`src/hw/rtl/ddoy_pkg.sv`:
```
// shared types, status codes and month-length table for the day-of-year converter
package ddoy_pkg;

   typedef enum logic [2:0] {
      ST_IDLE,
      ST_MOD,
      ST_REM,
      ST_CHECK,
      ST_WALK,
      ST_DONE
   } state_type;

   typedef logic [1:0] status_type;

   localparam status_type STATUS_OK        = 2'd0;
   localparam status_type STATUS_BAD_YEAR  = 2'd1;
   localparam status_type STATUS_BAD_MONTH = 2'd2;
   localparam status_type STATUS_BAD_DAY   = 2'd3;

   localparam logic CMD_TO_YEAR_DAY = 1'b0;
   localparam logic CMD_TO_DATE     = 1'b1;

   localparam logic [3:0] MONTH_FIRST = 4'd1;
   localparam logic [3:0] MONTH_LAST  = 4'd12;

   localparam logic [9:0] CYCLE_400  = 10'd400;
   localparam logic [8:0] DAYS_LEAP  = 9'd366;
   localparam logic [8:0] DAYS_PLAIN = 9'd365;

   // days in a month, zero for codes that are no month
   function automatic logic [4:0] month_len(input logic leap, input logic [3:0] month);
      logic [4:0] len;
      case (month)
         4'd1, 4'd3, 4'd5, 4'd7, 4'd8, 4'd10, 4'd12: len = 5'd31;
         4'd4, 4'd6, 4'd9, 4'd11:                    len = 5'd30;
         4'd2:                                       len = leap ? 5'd29 : 5'd28;
         default:                                    len = 5'd0;
      endcase
      return len;
   endfunction

endpackage

```
`src/hw/rtl/date_day_of_year_converter.sv`:
```
// gregorian date to day-of-year converter in both directions, one shared add/sub unit
// steps: year zero goes straight to the strobe; otherwise a multiply by the reciprocal of 400,
//   the remainder on the add/sub unit, the checks, then, if they pass, a month walk of one
//   month per cycle on the same 10-bit unit
// a new item is taken only once the last one is through; busy stays high until the result
//   has been shown; the result is shown for one cycle on rsp_valid, the receiver cannot stall
// reset: synchronous, active high, returns the sequencer to idle with no result pending
module date_day_of_year_converter #(
   parameter int YEAR_WIDTH = 16
) (
   input  logic                   clock,
   input  logic                   reset,
   input  logic                   start,
   output logic                   busy,
   input  logic                   req_command,
   input  logic [YEAR_WIDTH-1:0]  req_year,
   input  logic [3:0]             req_month,
   input  logic [4:0]             req_day_of_month,
   input  logic [8:0]             req_year_day,
   output logic                   rsp_valid,
   output logic [1:0]             rsp_status,
   output logic [8:0]             rsp_year_day_out,
   output logic [3:0]             rsp_month_out,
   output logic [4:0]             rsp_day_out
);

   localparam int RECIP_W = YEAR_WIDTH + 1;
   localparam int PROD_W  = 2 * YEAR_WIDTH + 1;
   // reciprocal of 400 rounded up, exact quotient for every year of YEAR_WIDTH bits
   localparam logic [RECIP_W-1:0] RECIP_400 =
      RECIP_W'(((64'd1 << (YEAR_WIDTH + 9)) / 64'(ddoy_pkg::CYCLE_400)) + 64'd1);

   ddoy_pkg::state_type state_ff, state_in;

   // item registers
   logic                  cmd_ff, cmd_in;
   logic [YEAR_WIDTH-1:0] year_ff, year_in;     // held for the reciprocal multiply
   logic [1:0]            year_lo_ff, year_lo_in;
   logic [3:0]            month_ff, month_in;
   logic [4:0]            dom_ff, dom_in;
   logic [8:0]            yd_ff, yd_in;

   // working registers
   logic [8:0]            quot_ff, quot_in;     // low bits of year / 400
   logic [8:0]            rem_ff, rem_in;       // year mod 400
   logic [8:0]            acc_ff, acc_in;       // day sum or remaining days
   logic [3:0]            idx_ff, idx_in;       // month under test
   logic                  leap_ff, leap_in;
   ddoy_pkg::status_type  status_ff, status_in;

   // shared add/sub unit
   logic [9:0]  alu_a, alu_b;
   logic        alu_sub;
   logic [10:0] alu_sum;

   assign alu_sum = alu_sub ? ({1'b0, alu_a} - {1'b0, alu_b}) : ({1'b0, alu_a} + {1'b0, alu_b});

   // helpers
   logic [PROD_W-1:0] recip_prod;
   logic [8:0] quot_400;
   logic       leap_now;
   logic [4:0] walk_len;
   logic [4:0] check_len;
   logic [8:0] yd_limit;
   logic       walk_more;

   // constant multiply, the quotient sits at bit YEAR_WIDTH + 9 and above
   assign recip_prod = PROD_W'(year_ff) * PROD_W'(RECIP_400);

   // quotient times 400 = 256 + 128 + 16, only the low 9 bits matter for the remainder
   assign quot_400 = {quot_ff[0], 8'd0} + {quot_ff[1:0], 7'd0} + {quot_ff[4:0], 4'd0};

   // leap: divisible by 4 and not by 100, or by 400; rem_ff holds year mod 400 here
   assign leap_now = ((year_lo_ff == 2'd0) &&
                      !((rem_ff == 9'd0) || (rem_ff == 9'd100) ||
                        (rem_ff == 9'd200) || (rem_ff == 9'd300)))
                     || (rem_ff == 9'd0);

   assign walk_len  = ddoy_pkg::month_len(leap_ff, idx_ff);
   assign check_len = ddoy_pkg::month_len(leap_now, month_ff);
   assign yd_limit  = leap_now ? ddoy_pkg::DAYS_LEAP : ddoy_pkg::DAYS_PLAIN;

   // unit operands by phase
   always_comb begin
      alu_a   = 10'd0;
      alu_b   = 10'd0;
      alu_sub = 1'b0;
      if (state_ff == ddoy_pkg::ST_REM) begin
         // remainder below 400 fits in 9 bits, so the low bits of the difference are exact
         alu_a   = {1'b0, year_ff[8:0]};
         alu_b   = {1'b0, quot_400};
         alu_sub = 1'b1;
      end else if (state_ff == ddoy_pkg::ST_WALK) begin
         alu_a   = {1'b0, acc_ff};
         alu_b   = {5'd0, walk_len};
         alu_sub = (cmd_ff == ddoy_pkg::CMD_TO_DATE);
      end
   end

   // whether the month walk takes another step this cycle
   always_comb begin
      if (cmd_ff == ddoy_pkg::CMD_TO_YEAR_DAY) begin
         walk_more = (idx_ff < month_ff);
      end else begin
         // remaining days exceed this month: no borrow and a nonzero difference
         walk_more = (idx_ff < ddoy_pkg::MONTH_LAST) && !alu_sum[10] && (alu_sum[9:0] != 10'd0);
      end
   end

   // next state
   always_comb begin
      state_in = state_ff;
      unique case (state_ff)
         ddoy_pkg::ST_IDLE: begin
            if (start) begin
               state_in = (req_year == '0) ? ddoy_pkg::ST_DONE : ddoy_pkg::ST_MOD;
            end
         end
         ddoy_pkg::ST_MOD: begin
            state_in = ddoy_pkg::ST_REM;
         end
         ddoy_pkg::ST_REM: begin
            state_in = ddoy_pkg::ST_CHECK;
         end
         ddoy_pkg::ST_CHECK: begin
            if (cmd_ff == ddoy_pkg::CMD_TO_YEAR_DAY) begin
               if ((month_ff < ddoy_pkg::MONTH_FIRST) || (month_ff > ddoy_pkg::MONTH_LAST) ||
                   (dom_ff == 5'd0) || (dom_ff > check_len)) begin
                  state_in = ddoy_pkg::ST_DONE;
               end else begin
                  state_in = ddoy_pkg::ST_WALK;
               end
            end else begin
               if ((yd_ff == 9'd0) || (yd_ff > yd_limit)) state_in = ddoy_pkg::ST_DONE;
               else                                       state_in = ddoy_pkg::ST_WALK;
            end
         end
         ddoy_pkg::ST_WALK: begin
            if (!walk_more) state_in = ddoy_pkg::ST_DONE;
         end
         ddoy_pkg::ST_DONE: begin
            state_in = ddoy_pkg::ST_IDLE;
         end
         default: state_in = ddoy_pkg::ST_IDLE;
      endcase
   end

   // datapath next values
   always_comb begin
      cmd_in     = cmd_ff;
      year_in    = year_ff;
      year_lo_in = year_lo_ff;
      month_in   = month_ff;
      dom_in     = dom_ff;
      yd_in      = yd_ff;
      quot_in    = quot_ff;
      rem_in     = rem_ff;
      acc_in     = acc_ff;
      idx_in     = idx_ff;
      leap_in    = leap_ff;
      status_in  = status_ff;
      unique case (state_ff)
         ddoy_pkg::ST_IDLE: begin
            if (start) begin
               cmd_in     = req_command;
               year_in    = req_year;
               year_lo_in = req_year[1:0];
               month_in   = req_month;
               dom_in     = req_day_of_month;
               yd_in      = req_year_day;
               rem_in     = 9'd0;
               status_in  = (req_year == '0) ? ddoy_pkg::STATUS_BAD_YEAR : ddoy_pkg::STATUS_OK;
            end
         end
         ddoy_pkg::ST_MOD: begin
            // quotient by 400 from the reciprocal product
            quot_in = 9'(recip_prod >> (YEAR_WIDTH + 9));
         end
         ddoy_pkg::ST_REM: begin
            rem_in = alu_sum[8:0];
         end
         ddoy_pkg::ST_CHECK: begin
            leap_in = leap_now;
            idx_in  = ddoy_pkg::MONTH_FIRST;
            if (cmd_ff == ddoy_pkg::CMD_TO_YEAR_DAY) begin
               acc_in = {4'd0, dom_ff};
               if ((month_ff < ddoy_pkg::MONTH_FIRST) || (month_ff > ddoy_pkg::MONTH_LAST)) begin
                  status_in = ddoy_pkg::STATUS_BAD_MONTH;
               end else if ((dom_ff == 5'd0) || (dom_ff > check_len)) begin
                  status_in = ddoy_pkg::STATUS_BAD_DAY;
               end
            end else begin
               acc_in = yd_ff;
               if ((yd_ff == 9'd0) || (yd_ff > yd_limit)) status_in = ddoy_pkg::STATUS_BAD_DAY;
            end
         end
         ddoy_pkg::ST_WALK: begin
            if (walk_more) begin
               acc_in = alu_sum[8:0];
               idx_in = idx_ff + 4'd1;
            end
         end
         ddoy_pkg::ST_DONE: begin
         end
         default: begin
         end
      endcase
   end

   always_ff @(posedge clock) begin
      if (reset) begin
         state_ff <= ddoy_pkg::ST_IDLE;
      end else begin
         state_ff <= state_in;
      end
   end

   always_ff @(posedge clock) begin
      cmd_ff     <= cmd_in;
      year_ff    <= year_in;
      year_lo_ff <= year_lo_in;
      month_ff   <= month_in;
      dom_ff     <= dom_in;
      yd_ff      <= yd_in;
      quot_ff    <= quot_in;
      rem_ff     <= rem_in;
      acc_ff     <= acc_in;
      idx_ff     <= idx_in;
      leap_ff    <= leap_in;
      status_ff  <= status_in;
   end

   // result ports from registers, gated by status and direction; numeric fields zero on any error
   logic rsp_ok;
   assign rsp_ok           = (status_ff == ddoy_pkg::STATUS_OK);
   assign busy             = (state_ff != ddoy_pkg::ST_IDLE);
   assign rsp_valid        = (state_ff == ddoy_pkg::ST_DONE);
   assign rsp_status       = status_ff;
   assign rsp_year_day_out = (rsp_ok && (cmd_ff == ddoy_pkg::CMD_TO_YEAR_DAY)) ? acc_ff : 9'd0;
   assign rsp_month_out    = (rsp_ok && (cmd_ff == ddoy_pkg::CMD_TO_DATE)) ? idx_ff : 4'd0;
   assign rsp_day_out      = (rsp_ok && (cmd_ff == ddoy_pkg::CMD_TO_DATE)) ? acc_ff[4:0] : 5'd0;

   // an item accepted always makes the block busy on the next cycle
   a_start_busy: assert property (@(posedge clock) disable iff (reset)
      (start && !busy) |=> busy)
      else $error("accepted item did not raise busy");

   // the strobe lasts exactly one cycle
   a_strobe_single: assert property (@(posedge clock) disable iff (reset)
      rsp_valid |=> !rsp_valid)
      else $error("result strobe held longer than one cycle");

   // errors zero every numeric field
   a_error_zero: assert property (@(posedge clock) disable iff (reset)
      (rsp_valid && (rsp_status != ddoy_pkg::STATUS_OK)) |->
      ((rsp_year_day_out == 9'd0) && (rsp_month_out == 4'd0) && (rsp_day_out == 5'd0)))
      else $error("error result carries nonzero fields");

   // a good date result has a month in range
   a_month_range: assert property (@(posedge clock) disable iff (reset)
      (rsp_valid && (rsp_status == ddoy_pkg::STATUS_OK) && (rsp_month_out != 4'd0)) |->
      ((rsp_month_out <= ddoy_pkg::MONTH_LAST) && (rsp_day_out != 5'd0)))
      else $error("month walk ended out of range");

endmodule

```
`config.mk`:
```
export PLATFORM = sky130hd
export DESIGN_NAME = date_day_of_year_converter
export DESIGN_NICKNAME = d
export VERILOG_FILES = /design/src/hw/rtl/ddoy_pkg.sv /design/src/hw/rtl/date_day_of_year_converter.sv
export SDC_FILE = /design/constraint.sdc
export NUM_CORES = 1
export LEC_CHECK = 0
export BUFFER_PORTS_ARGS = -buffer_cell sky130_fd_sc_hd__clkbuf_2
export CAP_MARGIN = 20
export CORE_MARGIN = 2
export CORE_UTILIZATION = 50
export CTS_BUF_LIST = sky130_fd_sc_hd__clkbuf_16
export DETAILED_ROUTE_END_ITERATION = 12
export HOLD_SLACK_MARGIN = 0.15
export PLACE_DENSITY_LB_ADDON = 0.2
export SKIP_LAST_GASP = 1
export SYNTH_ARGS = -nofsm -noshare
export SYNTH_HDL_FRONTEND = slang
export SYNTH_SLANG_ARGS = --single-unit
```
`constraint.sdc`:
```
create_clock -name clock -period 6.8 [get_ports clock]
set_clock_uncertainty 0.1 [all_clocks]
set_input_delay 1.36 -clock clock [delete_from_list [all_inputs] [get_ports clock]]
set_output_delay 1.36 -clock clock [all_outputs]
set_load 0.1 [all_outputs]
```
==> load_flow_metrics.sql <==
INSERT INTO impl_metrics (metric_group, metric, value, unit) VALUES
('drt', 'detail_route_antenna_nets', '0', ''),
('clock_tree', 'cts_made_buffers', '9', ''),
('grt', 'antenna_found_initial', '1', ''),
('synthesis', 'synthAdderAreaFrac', '44.5', '%'),
('timing', 'report.final.hold_viol_count', '0', ''),
('synthesis', 'ys_warn_count', '0', ''),
('critical_path', 'critical_path.endpoint_type', 'register', ''),
('run', 'max_cap_violations', '0', ''),
('drt', 'routed_via_density', '5.36', ''),
('worst_hold_path', 'hold_crit_path_type', 'register to register', ''),
('outcome', 'run_status', 'completed', ''),
('synthesis', 'mappedNetlistArea', '8730', 'um^2'),
('synthesis', 'synth-edff-count', '65', ''),
('timing', 'grt_setup_unrepaired', 'no', ''),
('clock_tree', 'htreeDepth', '3', ''),
('synthesis', 'synth-xor-area-share', '2.11', '%'),
('clock_tree', 'clk_latency', '0.35', 'ns'),
('placement', 'hpwlAfterDp', '17.0', 'mm'),
('critical_path', 'critical_path.cell_chain', 'fa_1 -> inv_1 -> fa_1 -> inv_1 -> fa_1 -> fa_1 -> fa_1 -> inv_1 -> fa_1 -> inv_1 -> ha_1 -> and3_1 -> a221oi_1 -> o21ai_1 -> a221oi_1 -> o2111ai_1 -> a21oi_1 -> xnor2_1', ''),
('timing', 'achievable-frequency', '164', 'MHz'),
('grt', 'largest_net_degree_at_the_start_of_global_routing', '30', ''),
('timing', 'setup-tns-final', '0', 'ns'),
('critical_path', 'worst-path-max-fanout', '5', ''),
('synthesis', 'synth_top_cell_area_share', '22.5', '%'),
('synthesis', 'compound_gate_portion_of_the_synthesized_area', '9.47', '%'),
('layout', 'antenna-diode-count', '0', ''),
('synthesis', 'distinct_cell_type_count_of_the_synthesized_netlist', '71', ''),
('synthesis', 'main_combinational_cell_family_by_area_after_synthesis', 'adder cells', ''),
('synthesis', 'synth.area.mux_share', '0.459', '%'),
('synthesis', 'synth-simple-area-share', '11.1', '%'),
('timing', 'post-route-period-util', '89.8', '%'),
('grt', 'grt_pass1_wl', '31.6', 'mm'),
('layout', 'post_route_cells_drive_above_1_share', '10.1', '%'),
('floorplanning', 'die_area', '18500', 'um^2'),
('drt', 'detail_route.drc_violations', '0', ''),
('synthesis', 'seq_area_frac_synth', '23.0', '%'),
('drt', 'detail_route.iter0.violations', '382', ''),
('synthesis', 'synthesis.instances', '848', ''),
('clock_tree', 'cts.repair_timing.setup_buffer_count', '0', ''),
('floorplanning', 'dieWidth', '136', 'um'),
('timing', 'timing.max_slew.rel_slack', '44.8', '%'),
('grt', 'grt.total_usage', '22.9', '%'),
('critical_path', 'critical-path-max-stage-delay', '0.59', 'ns'),
('layout', 'flow.area_growth_from_synthesis', '9.73', '%'),
('drt', 'firstDrtPassIters', '5', ''),
('floorplanning', 'core_area', '17200', 'um^2'),
('critical_path', 'critPathLaunchType', 'register', ''),
('placement', 'gp_congestion', '0.919', ''),
('timing', 'final-max-slew-violation-count', '0', ''),
('synthesis', 'synth-seq-cells', '68', ''),
('grt', 'number_of_global_route_vias_before_repair', '6050', ''),
('drt', 'wirelength', '20.0', 'mm'),
('synthesis', 'synthesis.nets', '1138', ''),
('synthesis', 'async_reset_ff_share', '0', '%'),
('synthesis', 'synthMostInstantiatedCell', 'sky130_fd_sc_hd__inv_1', ''),
('floorplanning', 'die_y', '136', 'um'),
('clock_tree', 'clock_tree.root_cell', 'sky130_fd_sc_hd__clkbuf_16', ''),
('clock_tree', 'cts_tree', 'built', ''),
('synthesis', 'synth.top_cells.by_area', 'sky130_fd_sc_hd__fa_1 22%, sky130_fd_sc_hd__edfxtp_1 22%, sky130_fd_sc_hd__ha_1 22%, sky130_fd_sc_hd__inv_1 8.4%, sky130_fd_sc_hd__nand2_1 1.7%', ''),
('drt', 'dr_total_vias', '6090', ''),
('critical_path', 'worstSetupPathType', 'register to register', ''),
('floorplanning', 'start_util', '50.8', '%'),
('clock_tree', 'cts_resized', '0', ''),
('synthesis', 'post_synth_most_frequent_cells', '195 x sky130_fd_sc_hd__inv_1, 154 x sky130_fd_sc_hd__ha_1, 98 x sky130_fd_sc_hd__fa_1', ''),
('timing', 'period_needed', '6.10', 'ns'),
('clock_tree', 'cts_stage_hold_buffer_count', '0', ''),
('timing', 'final-setup-viol-count', '0', ''),
('clock_tree', 'cts.clk_slew.worst_paths', '0.06', 'ns'),
('floorplanning', 'ios', '60', ''),
('floorplanning', 'fp-row-count', '48', ''),
('grt', 'globalRoute.totalOverflow', '0', '');
## worst max-delay path, delay by kind of cell, from the launching register on
family          cells  cell delay (ns)
fa+ha+maj           7             3.48
compound gates      5             1.26
flops               1             0.49
buf+inv             4             0.26
simple gates        1             0.17
xor+xnor            1             0.09
## placed cells by master (no fill, tap or decap), drive strengths merged, types with 4 or more instances in the layout
master	n
nor2	26
ha	154
nor3	10
mux2i	4
nand3	13
a21o	10
a211oi	6
clkbuf	69
nor4	9
inv	197
a2111oi	6
a221oi	4
fa	98
nand2	40
nor3b	5
xor2	6
o31ai	7
nand4	9
o21ai	24
nor2b	10
and2	23
or2	6
xnor2	15
a21oi	25
or3	5
edfxtp	65
## sequential cells by signal (all words and copies together), names as in the netlist
signal	cells
dom_ff	5
rsp_status	2
year_ff	16
yd_ff	9
quot_ff	5
acc_ff	9
cmd_ff	1
month_ff	4
idx_ff	4
state_ff	3
leap_ff	1
rem_ff	9
## final timing paths
kind                    start          to  slack (ns)  cells past startpoint
hold reg to reg      yd_ff[6]   acc_ff[6]        0.54                      2
hold / removal       yd_ff[6]   acc_ff[6]        0.54                      2
setup / recovery  year_ff[13]  quot_ff[4]        0.70                     18
setup reg to reg  year_ff[13]  quot_ff[4]        0.70                     18
## layout make-up
type	count	area, um^2
fillers	1542	7590
multi-input cells	570	5910
flip-flops and latches	68	2010
inverters	196	736
repair buffers	62	318
well taps	225	282
clock buffers	9	225
clock inverters	7	98.8
## layer usage
layer / track usage, % / vias to the layer above / wire length [um]
li1: - / 2976 / -
met1: 34.5 / 2924 / 9670
met2: 34.4 / 170 / 8810
met3: 3.24 / 20 / 1110
met4: 6.48 / 0 / 395
met5: 0 / - / 0
## stage by stage
step / area (um^2) / util, % / hold slack, ns / cells / worst slack, ns
after floorplan: 8730 / - / 0.475 / 848 / 1.04
after global placement: 9250 / 53.9 / 0.506 / 1120 / 0.724
after detailed placement: 9250 / 53.9 / 0.514 / 1120 / 0.711
after CTS: 9570 / 55.7 / 0.529 / 1136 / 0.710
after global routing: 9580 / 55.8 / 0.579 / 1137 / 0.244
final: 9580 / 55.8 / 0.536 / 1137 / 0.696
## kinds of logic (layout without fill, tap and decap cells)
group | count (synthesis) | after routing
AO/OA/AOI/OAI | 119 | 119
XOR/XNOR | 21 | 21
adder cells (fa/ha/maj) | 252 | 252
buffers and inverters | 210 | 274
flip-flops | 68 | 68
multiplexers | 4 | 4
AND/OR/NAND/NOR | 174 | 174
Power is left out: the tool's default activity adds up to more than one toggle a clock period on the data nets, which glitch-free logic cannot reach.
